<file path="src/design/vslerp_div.sv">
// Pipelined restoring divider, one quotient bit per stage.
`timescale 1ns / 1ps

module vslerp_div #(
   parameter int NUM_W  = 54,
   parameter int DEN_W  = 24,
   parameter int QUO_W  = 32,
   parameter int SIDE_W = 1
) (
   input  logic              clock,
   input  logic              reset,
   input  logic              in_valid,
   input  logic [NUM_W-1:0]  in_num,
   input  logic [DEN_W-1:0]  in_den,
   input  logic [SIDE_W-1:0] in_side,
   output logic              out_valid,
   output logic [QUO_W-1:0]  out_quo,
   output logic [SIDE_W-1:0] out_side
);
   localparam int HI_W = NUM_W - QUO_W;

   logic              valid_ff [0:QUO_W-1];
   logic [QUO_W-1:0]  quo_ff   [0:QUO_W-1];
   logic [SIDE_W-1:0] side_ff  [0:QUO_W-1];
   logic [DEN_W:0]    rem_ff   [0:QUO_W-2];
   logic [QUO_W-1:0]  low_ff   [0:QUO_W-2];
   logic [DEN_W-1:0]  den_ff   [0:QUO_W-2];

   genvar i;
   generate
      for (i = 0; i < QUO_W; i++) begin : g_stage
         logic              pv;
         logic [QUO_W-1:0]  pquo;
         logic [SIDE_W-1:0] pside;
         logic [DEN_W:0]    prem;
         logic [QUO_W-1:0]  plow;
         logic [DEN_W-1:0]  pden;
         logic [DEN_W:0]    cur;
         logic              ge;

         if (i == 0) begin : g_first
            assign pv    = in_valid;
            assign pquo  = '0;
            assign pside = in_side;
            assign prem  = {{(DEN_W + 1 - HI_W){1'b0}}, in_num[NUM_W-1:QUO_W]};
            assign plow  = in_num[QUO_W-1:0];
            assign pden  = in_den;
         end else begin : g_next
            assign pv    = valid_ff[i-1];
            assign pquo  = quo_ff[i-1];
            assign pside = side_ff[i-1];
            assign prem  = rem_ff[i-1];
            assign plow  = low_ff[i-1];
            assign pden  = den_ff[i-1];
         end

         // shift in one numerator bit and subtract when it fits
         assign cur = {prem[DEN_W-1:0], plow[QUO_W-1]};
         assign ge  = (cur >= {1'b0, pden});

         always_ff @(posedge clock) begin
            if (reset) begin
               valid_ff[i] <= 1'b0;
            end else begin
               valid_ff[i] <= pv;
            end
            quo_ff[i]  <= {pquo[QUO_W-2:0], ge};
            side_ff[i] <= pside;
         end

         if (i < QUO_W - 1) begin : g_rem
            always_ff @(posedge clock) begin
               rem_ff[i] <= ge ? (cur - {1'b0, pden}) : cur;
               low_ff[i] <= {plow[QUO_W-2:0], 1'b0};
               den_ff[i] <= pden;
            end
         end
      end
   endgenerate

   assign out_valid = valid_ff[QUO_W-1];
   assign out_quo   = quo_ff[QUO_W-1];
   assign out_side  = side_ff[QUO_W-1];

endmodule

</file>
<file path="config.mk">
export PLATFORM = sky130hd
export DESIGN_NAME = vslerp_div
export DESIGN_NICKNAME = d
export VERILOG_FILES = /design/src/design/vslerp_div.sv
export SDC_FILE = /design/constraint.sdc
export NUM_CORES = 2
export LEC_CHECK = 0
export BUFFER_PORTS_ARGS = -buffer_cell sky130_fd_sc_hd__buf_2
export CAP_MARGIN = 20
export CELL_PAD_IN_SITES_DETAIL_PLACEMENT = 0
export CELL_PAD_IN_SITES_GLOBAL_PLACEMENT = 1
export CORE_MARGIN = 2
export CORE_UTILIZATION = 45
export DETAILED_ROUTE_END_ITERATION = 6
export PLACE_DENSITY = 0.74
export SYNTH_ARGS = -nofsm -noshare
export SYNTH_HDL_FRONTEND = slang
export SYNTH_SLANG_ARGS = --single-unit
</file>
<file path="constraint.sdc">
create_clock -name clock -period 4.25 [get_ports clock]
set_input_delay 1.275 -clock clock [delete_from_list [all_inputs] [get_ports clock]]
set_output_delay 1.275 -clock clock [all_outputs]
set_load 0.05 [all_outputs]
</file>
# Word level (Yosys, flattened, before mapping)
# Memories as Yosys holds them, arrays and structs flattened.
# Index checks and enable logic that the tools add are counted.
op_classes:
  magnitude_cmp: 32
  n_bitwise: 32
  muxes: 66
  addsub: 31
ops:
  columns: ["op", "n"]
  rows:
  - ["$ge 25x24->1", 31]
  - ["$mux 25", 31]
  - ["$sub 25x24->25", 30]
  - ["$mux 1", 35]
  - ["$or 1x1->1", 32]
  - ["$sub 23x24->25", 1]
  - ["$ge 23x24->1", 1]
word_totals:
  regBits: 0
  memories: 6
  mem_bits_rw: 3568
  inputBits: 82
mem_list:
  columns: ["memory", "words", "word_bits", "rd", "rd_ports_with_merged_regs", "wr", "line", "source"]
  rows:
  - ["quo_ff", 32, 32, 32, 0, 32, "23", "logic [QUO_W-1:0] quo_ff [0:QUO_W-1];"]
  - ["low_ff", 31, 31, 31, 0, 31, "26", "logic [QUO_W-1:0] low_ff [0:QUO_W-2];"]
  - ["rem_ff", 31, 25, 31, 0, 31, "25", "logic [DEN_W:0] rem_ff [0:QUO_W-2];"]
  - ["den_ff", 31, 24, 31, 0, 31, "27", "logic [DEN_W-1:0] den_ff [0:QUO_W-2];"]
  - ["side_ff", 32, 1, 32, 0, 32, "24", "logic [SIDE_W-1:0] side_ff [0:QUO_W-1];"]
  - ["valid_ff", 32, 1, 32, 0, 32, "22", "logic valid_ff [0:QUO_W-1];"]

# Depth between registers and ports, before layout
depth:
  ltp_word: 3
  ltp_mapped: 15
  mapped_depth_nobuf: 13

# Worst setup path before layout
# Ideal clock, no wire load.
synth_path:
  path_kind: "input to register"
  startpoint: "input in_den[7]"
  endpoint: "memory rem_ff[0][10] (netlist name)"
  setup_ns: 0.121
  path_slack_ns: 0.188
  t_required_ns: 4.129
  path_buffers: 1
  arrival_time_ns: 3.941
  cell_stages: 12
  path_cell_list: "inv_1 -> ha_1 -> and4_1 -> o211a_1 -> o31ai_1 -> a21oi_1 -> o211a_1 -> o221ai_1 -> and3_1 -> a221oi_2 -> buf_2 -> mux2_2"
synth_rtl:
  columns: ["item", "line", "source"]
  rows:
  - ["start, declared", "14", "input logic [DEN_W-1:0] in_den,"]
  - ["end, declared", "25", null]

==> results.cfg <==
[clock_tree]
post_cts_resized = 0
cts_tree = yes
cts_setup_buffers = 0
numCtsBuffers = 288
cts_hold_buf = 0
clk_pin_slew_ps = 60
clock_path_buffers = 4
clock-root-buffer = clkbuf_16
clock_sinks = 2576
clk_latency_ps = 930
cts_htree_levels = 5

[route]
route.detailed.drc = 0
dr.pass1.iters = 6
drtIter0Drc = 3700
vias = 64000
finalWirelength_um = 204000
via_per_inst = 5.03
ant_nets = 0
wl_per_cell_um = 16.0

[place]
dp_hpwl_um = 154000
gp_congestion = 0.870
dpl_cell_area_um2 = 102000
port_buffers = 115

[setup_path]
cp-end-kind = flip-flop
worstPathArrival_ps = 4760
cp_max_fo = 13
crit_required_ps = 5070
cp-start-kind = flip-flop
path_class = flip-flop to flip-flop

[sta]
tightest_slew_ps = 967
skew_ps = 61.1
finalMaxSlewViolations = 0
period_share = 0.927
final-setup-viol-count = 0
slew_headroom = 0.356
rsz0062_at_grt = false
post-route-min-period_ps = 3940
fmax_mhz = 254
totalNegativeSetupSlack_ps = 0
hold_viol_final = 0

[floorplanning]
io_pins = 116
die_area_um2 = 222000
rows = 171
dieWidth_um = 471
die_h_um = 471
start_util = 0.452
coreArea_um2 = 217000

[synth]
syn_avg_cell_area_um2 = 10.5
synth_cell_types = 89
synth_seq_cells = 2576
syn-num-nets = 10200
synth_warnings = 0
syn_inst = 9322
synthFlopType = dfxtp_1
synth_async_sr_flop_share = 0
synth_edf_count = 0
synth_seq_area_share = 0.526
syn_area_um2 = 98100

[final_layout]
fillers = 19500
fin_nets = 10500
mostFrequentLayoutCells = dfxtp_1 (2576), inv_1 (927), ha_1 (767)
final_layout_size_suffix_gt1_frac = 0.117
final_common_cell = dfxtp_1
fin_area_um2 = 112000
area_growth_pct = 13.9

[global_routing]
overflow = 0
grt_pass1_wl_um = 330000
grt_max_degree = 48
grtUsageTotal = 0.181
antenna_found_initial = 5
grt_pass1_vias = 63800

[power_and_ir_drop]
p_leak_nw = 51.2
power_density_nw_per_um2 = 893
vdd_ir_drop_max_v = 0.000425

[outcome]
status = completed

[job]
cap_violations = 0

[worst_hold_path]
hold_class = flip-flop to flip-flop
## through the flow
step | hold slack, ps | utilization | worst slack, ps | cells | total power, mW
finish | 282 | 0.515 | 308 | 12700 | 99.9
global route | 280 | 0.515 | 84.6 | 12700 | 107
CTS | 271 | 0.515 | 389 | 12700 | 101
detailed placement | 312 | 0.472 | -25.7 | 12200 | 75.8
global placement | 309 | 0.472 | -17.0 | 12200 | 75.3
floorplan | 310 | - | 188 | 9322 | 66.1
## worst max-delay path, cell delays in order (launching register included)
cell,delay [ps]
dfxtp_1,370
inv_1,60
ha_1,300
nor2b_1,150
o31a_1,280
o31a_1,300
o21ai_1,300
o21ai_0,310
a2111oi_2,620
o21ai_0,270
a41oi_4,450
buf_4,260
mux2i_1,180
## state kept, by name (all words and copies together), names as in the netlist
register  flops
side_ff      32
low_ff      496
quo_ff      528
valid_ff     32
rem_ff      744
den_ff      744
## logic make-up after synthesis
kind of cell,Yosys count,share of synthesized area
flops,2576,0.526
compound gates,2028,0.130
simple gates,1750,0.0865
buf+inv,1062,0.0419
fa+ha+maj,798,0.104
xor+xnor,604,0.0539
mux,504,0.0579
## worst paths after layout
path | from | to | slack (ps) | cells past startpoint
setup / recovery | den_ff[0][121] | rem_ff[0][150] | 310 | 12
hold / removal | quo_ff[1][67] | quo_ff[1][100] | 280 | 0
setup reg to reg | den_ff[0][121] | rem_ff[0][150] | 310 | 12
hold reg to reg | quo_ff[1][67] | quo_ff[1][100] | 280 | 0
## final cells by class
cell class,instances,area [um^2],area share
Antenna cell,1,2.50,0.0000224
Multi-Input combinational cell,5684,42600,0.381
Clock inverter,97,1200,0.0108
Timing Repair Buffer,185,1180,0.0105
Inverter,928,3480,0.0312
Sequential cell,2576,51600,0.461
Clock buffer,399,8250,0.0738
Tap cell,2854,3570,0.0319
## Yosys cell counts, types with 82 or more instances
library cell | number | area share
nand2_1 | 496 | 0.019
inv_1 | 927 | 0.035
dfxtp_1 | 2576 | 0.53
nor3_1 | 106 | 0.0054
ha_1 | 767 | 0.098
xor2_1 | 222 | 0.020
o21ai_0 | 514 | 0.026
nand3_1 | 125 | 0.0064
o21a_1 | 102 | 0.0078
xnor2_1 | 382 | 0.034
nand4_1 | 106 | 0.0068
nor2_1 | 421 | 0.016
nand2b_1 | 105 | 0.0067
nor2b_1 | 155 | 0.0099
a21oi_1 | 595 | 0.030
a21o_1 | 303 | 0.023
clkbuf_1 | 82 | 0.0031
mux2_2 | 430 | 0.049
## report_power, final
group	total (mW)	leakage [nW]	switching [mW]	internal (mW)
clock	24.5	4.61	9.49	15.0
sequential	34.6	21.7	3.39	31.2
combinational	40.8	24.8	21.6	19.2
## routing by layer
metal  global-route usage  up-vias  share of wire
li1                     -    32700              -
met1                0.230    29900           0.46
met2                0.314     1049           0.48
met3               0.0264      403          0.035
met4               0.0587        0          0.028
met5                    0        -              0
Power figures use the tool's default switching activity.
