<file path="src/design/vslerp_sqrt.sv">
// Pipelined integer square root, one result bit per stage.
`timescale 1ns / 1ps

module vslerp_sqrt #(
   parameter int IN_W   = 48,
   parameter int SIDE_W = 1
) (
   input  logic                clock,
   input  logic                reset,
   input  logic                in_valid,
   input  logic [IN_W-1:0]     in_value,
   input  logic [SIDE_W-1:0]   in_side,
   output logic                out_valid,
   output logic [IN_W/2-1:0]   out_root,
   output logic [SIDE_W-1:0]   out_side
);
   localparam int RW = IN_W / 2;
   localparam int NS = RW;

   logic              valid_ff [0:NS-1];
   logic [RW-1:0]     root_ff  [0:NS-1];
   logic [SIDE_W-1:0] side_ff  [0:NS-1];
   logic [RW+1:0]     rem_ff   [0:NS-2];
   logic [IN_W-1:0]   rest_ff  [0:NS-2];

   genvar i;
   generate
      for (i = 0; i < NS; i++) begin : g_stage
         logic              pv;
         logic [RW-1:0]     proot;
         logic [SIDE_W-1:0] pside;
         logic [RW+1:0]     prem;
         logic [IN_W-1:0]   prest;
         logic [RW+1:0]     cur;
         logic [RW+1:0]     trial;
         logic              ge;

         if (i == 0) begin : g_first
            assign pv    = in_valid;
            assign proot = '0;
            assign pside = in_side;
            assign prem  = '0;
            assign prest = in_value;
         end else begin : g_next
            assign pv    = valid_ff[i-1];
            assign proot = root_ff[i-1];
            assign pside = side_ff[i-1];
            assign prem  = rem_ff[i-1];
            assign prest = rest_ff[i-1];
         end

         // bring down the next two bits and try the next root bit
         assign cur   = {prem[RW-1:0], prest[IN_W-1 -: 2]};
         assign trial = {proot, 2'b01};
         assign ge    = (cur >= trial);

         always_ff @(posedge clock) begin
            if (reset) begin
               valid_ff[i] <= 1'b0;
            end else begin
               valid_ff[i] <= pv;
            end
            root_ff[i] <= {proot[RW-2:0], ge};
            side_ff[i] <= pside;
         end

         if (i < NS - 1) begin : g_rem
            always_ff @(posedge clock) begin
               rem_ff[i]  <= ge ? (cur - trial) : cur;
               rest_ff[i] <= {prest[IN_W-3:0], 2'b00};
            end
         end
      end
   endgenerate

   assign out_valid = valid_ff[NS-1];
   assign out_root  = root_ff[NS-1];
   assign out_side  = side_ff[NS-1];

endmodule

</file>
<file path="config.mk">
export PLATFORM = sky130hd
export DESIGN_NAME = vslerp_sqrt
export DESIGN_NICKNAME = d
export VERILOG_FILES = /design/src/design/vslerp_sqrt.sv
export SDC_FILE = /design/constraint.sdc
export NUM_CORES = 2
export LEC_CHECK = 0
export ABC_AREA = 1
export BUFFER_PORTS_ARGS = -buffer_cell sky130_fd_sc_hd__buf_2
export CORE_UTILIZATION = 60
export CTS_BUF_LIST = sky130_fd_sc_hd__clkbuf_2
export CTS_CLUSTER_SIZE = 28
export DETAILED_ROUTE_END_ITERATION = 16
export PLACE_DENSITY = 0.8
export RECOVER_POWER = 25
export SYNTH_ARGS = -nofsm -noshare
export SYNTH_HDL_FRONTEND = slang
export SYNTH_SLANG_ARGS = --single-unit
export TNS_END_PERCENT = 30
</file>
<file path="constraint.sdc">
create_clock -name clock -period 5.13 [get_ports clock]
set_clock_uncertainty 0.2 [all_clocks]
set_input_delay 1.539 -clock clock [delete_from_list [all_inputs] [get_ports clock]]
set_output_delay 1.539 -clock clock [all_outputs]
set_load 0.02 [all_outputs]
</file>
### Word level (Yosys, flattened, before mapping)

Memory sizes are Yosys's and may differ from the RTL's.
Cells that the tools add are included.

* add/subtract/negate cells: 23
* muxes and demuxes: 50
* bitwise operators: 24
* order comparisons: 24

Operator list (number)
* $ge A26 B26 Y1: 23
* $mux W26: 23
* $sub A26 B26 Y26: 22
* $mux W1: 27
* $or A1 B1 Y1: 24
* $sub A2 B1 Y3 const B: 1
* $ge A2 B1 Y1 const B: 1

* memory bits (writable): 2280
* bits in registers: 0
* logic and storage cells: 126
* bits of input ports: 52
* output and inout port bits: 26
* memories kept: 5

Memories
* rest_ff: words 23, width 46, rd ports 23, clocked after memory_dff 0, wr ports 23, line 24 `logic [IN_W-1:0] rest_ff [0:NS-2];`
* rem_ff: words 23, width 26, rd ports 23, clocked after memory_dff 0, wr ports 23, line 23 `logic [RW+1:0] rem_ff [0:NS-2];`
* root_ff: words 24, width 24, rd ports 24, clocked after memory_dff 0, wr ports 24, line 21 `logic [RW-1:0] root_ff [0:NS-1];`
* side_ff: words 24, width 1, rd ports 24, clocked after memory_dff 0, wr ports 24, line 22 `logic [SIDE_W-1:0] side_ff [0:NS-1];`
* valid_ff: words 24, width 1, rd ports 24, clocked after memory_dff 0, wr ports 24, line 20 `logic valid_ff [0:NS-1];`

### Depth between registers and ports, before layout

* depth after elaboration: 3
* mapped depth: 14
* mapped depth without buffers: 14

### Worst setup path before layout

OpenSTA, ideal clock, no wires.

* kind: in2reg
* start point: input reset
* end point: memory valid_ff[0][0]
* arrival: 1853 ps
* cell stages on the path: 2
* library setup time: 128 ps
* data required time: 4802 ps
* setup slack: 2949 ps
* buffers on the path: 1
* path through: clkbuf_1 > nor2_1

RTL lines
* start, declared: line 9 `input logic reset,`
* end, declared: line 20

==> run summary <==
======================================================================================
Floorplan die area ......................................................  104000 um^2
First element of the critical path ...................................... root_ff[2][181]$_DFF_P_
Total number of vias ....................................................        52.7k
Number of clock buffers inserted by TritonCTS ...........................          352
Number of warning messages in the yosys log .............................            0
Number of max-cap violations ............................................            0
Post-route design area ..................................................   66900 um^2
Termination of the worst setup path ..................................... out_root[13]
Most frequent cell after synthesis ......................................      nand2_1
Drc violations ..........................................................            0
Beginning of the worst register-to-register path ........................ root_ff[1][129]$_DFF_P_
R2R Setup Slk ...........................................................      1.79 ns
Library cell used as clock root buffer ..................................     clkbuf_2
Worst setup path category ............................................... register to output pin
Highest metal layer used by the detailed router .........................         met4
FMAX ....................................................................      258 MHz
Buffers plus inverters on the worst setup path ..........................            1
Count of routing violations after the opening detailed-route iteration ..         4142
Clk sink count ..........................................................         1422
Met3 WL .................................................................      9.15 mm
Port Buffer Count .......................................................           77
Layout cells sized above 1 ..............................................        7.74%
Vias in the first global route ..........................................        50.8k
Cells after synthesis ...................................................         8492
Number of antenna violations at the first check in global routing .......            3
Type of the tightest min-delay check .................................... register to register
DRT Pass-1 Iters ........................................................            6
Run status .............................................................. complete, no violations
Clock latency at the later pin of the worst-skew pair ...................      1.64 ns
Element type at the critical path start .................................     register
Number of post-CTS setup repair buffers .................................            0
Number of enable flip-flop cells after synthesis ........................            0
Clock period minus final worst setup slack ..............................      3.87 ns
Average footprint of a synthesized cell .................................    7.27 um^2
Number of cells on the critical path ....................................            1
R2r worst-path depth ....................................................           11
Arrival @ worst endpoint ................................................      2.13 ns
Endpoints failing setup .................................................            0
Most instantiated cells after synthesis ................................. 2911 x nand2_1, 1466 x inv_1, 1422 x dfxtp_1
Post-route antenna net violation count ..................................            0
Horizontal die dimension ................................................       323 um
Via-to-Cell Ratio .......................................................         5.02
H-tree depth reported by CTS ............................................            5
Worst IR drop on VDD ....................................................   0.000338 V
Effective utilization at floorplan ......................................        60.6%
Cell Count, Final, Fillers Out ..........................................        10.5k
Setup repair after global routing missed its margin .....................           no
Worst-case setup slack after placement ..................................      1.85 ns
Placement row count .....................................................          117
Portion of synthesized cell area occupied by the leading cell type ......        46.1%
Placeable core region ...................................................  102000 um^2
Clk slew on worst S/H paths .............................................      0.10 ns
Cell types with the largest area share after synthesis .................. dfxtp_1 46%, nand2_1 18%, inv_1 8.9%, ha_1 6.6%, nor2_1 4.3%
TritonCTS clock tree ....................................................        built
Power per Cell Area .....................................................  453 nW/um^2
Pin count of the biggest net entering global routing ....................           32
Detailed route wirelength on metal2 .....................................      72.2 mm
Die boundary height .....................................................       323 um
Endpoint type of the worst setup path ...................................   output pin
Layout Nets .............................................................         9282
Number of endpoints with negative hold slack in the final report ........            0
Transition time at the pin with the least slew margin ...................      1.36 ns
Final count of pins violating max slew ..................................            0
Total chip power ........................................................     0.0303 W
Global-route wire length before repair ..................................       249 mm
Wire length after detailed routing ......................................       155 mm
Unique cell type count in the Yosys netlist .............................           55
Placed wire-length estimate .............................................       120 mm
Static Leakage ..........................................................      37.6 nW
Total of fill cells in the finished design ..............................         9199
Main flop type after synthesis ..........................................      dfxtp_1
Register area share after synthesis .....................................        46.1%
Placed Cells ............................................................         9866
Remaining max-slew budget at the tightest pin ...........................        9.19%
Yosys top cell by area ..................................................      dfxtp_1
Proportion of synthesized flip-flops having asynchronous set or reset ...           0%
Total routing usage reported by global routing ..........................        29.8%
Delay of the slowest cell on the worst path .............................      0.33 ns
Total cell area at the placement stage ..................................   63300 um^2
Post-Syn Nets ...........................................................         8869
Fraction of the cycle the final worst path needs ........................        75.4%
Kind of cell adding the most delay to the critical path .................   flip-flops
Sum of negative setup slack .............................................         0 ns
Final RePlAce weighted congestion .......................................        0.998
Required time worst endpoint ............................................      3.39 ns
Post-Synthesis Cell Area ................................................   61700 um^2
Capture point of the worst reg-to-reg path .............................. rem_ff[14][8]$_DFF_P_
Total grt overflow ......................................................            0
Flop and latch count out of synthesis ...................................         1422
Largest fanout on the critical path .....................................            1
Post-Route M1 WL ........................................................      67.6 mm
Syn-to-layout area delta ................................................        8.30%
Critical-path cell list .................................................        buf_2
Library cell contributing the largest single delay on the critical path .      dfxtp_1
Wire length per cell after detailed routing .............................      14.7 um
Final WS setup ..........................................................      1.26 ns
Buffers from clock root to sink, at most ................................            4
Boundary pin count ......................................................           78
======================================================================================
==> stage by stage <==
step / hold slack [ns] / utilization (%)
5_1_grt: 0.0338 / 65.6
3_5_place_dp: 0.112 / 62.1
4_1_cts: 0.0202 / 65.6
6_report: 0.0389 / 65.6
2_1_floorplan: 0.110 / -
3_3_place_gp: 0.110 / 62.1
==> final cells by class <==
cell class                      count  area (um^2)  share of cell area, %
Tap cell                         1368         1710                   2.56
Multi-Input combinational cell   5511        27100                   40.6
Clock buffer                      475         2380                   3.56
Inverter                         1482         5570                   8.33
Timing Repair Buffer              136          961                   1.44
Antenna cell                        4         10.0                 0.0150
Clock inverter                    108          641                  0.958
Sequential cell                  1422        28500                   42.6
==> power by group <==
part | internal (W) | total (W) | switching (W)
registers | 0.0129 | 0.0145 | 0.00157
logic | 0.00292 | 0.00861 | 0.00569
clock network | 0.00286 | 0.00717 | 0.00432
==> registers in the layout, indices dropped and copies added, names as in the netlist <==
signal,count
rem_ff,522
side_ff,24
rest_ff,552
root_ff,300
valid_ff,24
==> layer usage <==
layer / track usage [%] / vias up
li1: - / 27000
met1: 37.1 / 23600
met2: 50.4 / 1681
met3: 4.85 / 360
met4: 13.8 / 0
met5: 0 / -
==> worst min path at each step <==
stage / start / endpoint / slack [ns] / cells after the start
floorplan: rest_ff[9][18]$_DFF_P_ / rest_ff[10][20]$_DFF_P_ / 0.11 / 0
global placement: rest_ff[13][28]$_DFF_P_ / rest_ff[14][30]$_DFF_P_ / 0.11 / 0
detailed placement: rest_ff[2][36]$_DFF_P_ / rest_ff[3][38]$_DFF_P_ / 0.11 / 0
CTS: side_ff[6]$_DFF_P_ / side_ff[7]$_DFF_P_ / 0.02 / 0
global route: rest_ff[1][24]$_DFF_P_ / rest_ff[2][26]$_DFF_P_ / 0.03 / 0
finish: root_ff[2][109]$_DFF_P_ / root_ff[2][134]$_DFF_P_ / 0.04 / 0
==> cells in the final DEF (no fill, tap or decap), types with 6 or more instances in the layout <==
cell           synthesis  final
nand2_1             2911   2911
inv_1               1466   1466
dfxtp_1             1422   1422
nor2_1               714    714
clkbuf_2               2    475
nand3_1              450    450
ha_1                 325    325
a21oi_1              302    301
nand4_1              151    151
xor2_1               146    146
o21ai_0              117    117
nand3b_1              85     85
buf_2                 21     77
clkinv_1               0     67
xnor2_1               66     66
nor3_1                55     55
dlygate4sd3_1          0     53
o21ai_1               36     36
clkinv_2               0     22
inv_2                 14     20
or2_2                 20     20
nor2_2                18     18
nor4_1                16     16
nand2_2               15     15
a21oi_2                9     10
nand3_2                9      9
o21bai_1               8      8
bufinv_16              0      7
and2_1                 6      6
buf_4                 32      6
==> what timing repair did <==
| item | CTS | global route |
|---|---|---|
| resized for setup | 0 | 0 |
| hold buffers | 53 | 0 |
| hold endpoints to repair | 59 | 0 |
==> cells by family (layout without fill, tap and decap cells) <==
group / after synthesis / after routing / synth area share, %
buffers and inverters: 1559 / 2201 / 9.96
other: 1 / 5 / 0.00608
AO/OA/AOI/OAI: 487 / 487 / 4.14
XOR/XNOR: 213 / 213 / 3.03
AND/OR/NAND/NOR: 4485 / 4485 / 30.1
flip-flops: 1422 / 1422 / 46.1
adder cells (fa/ha/maj): 325 / 325 / 6.59
(Power assumes the default switching activity.)
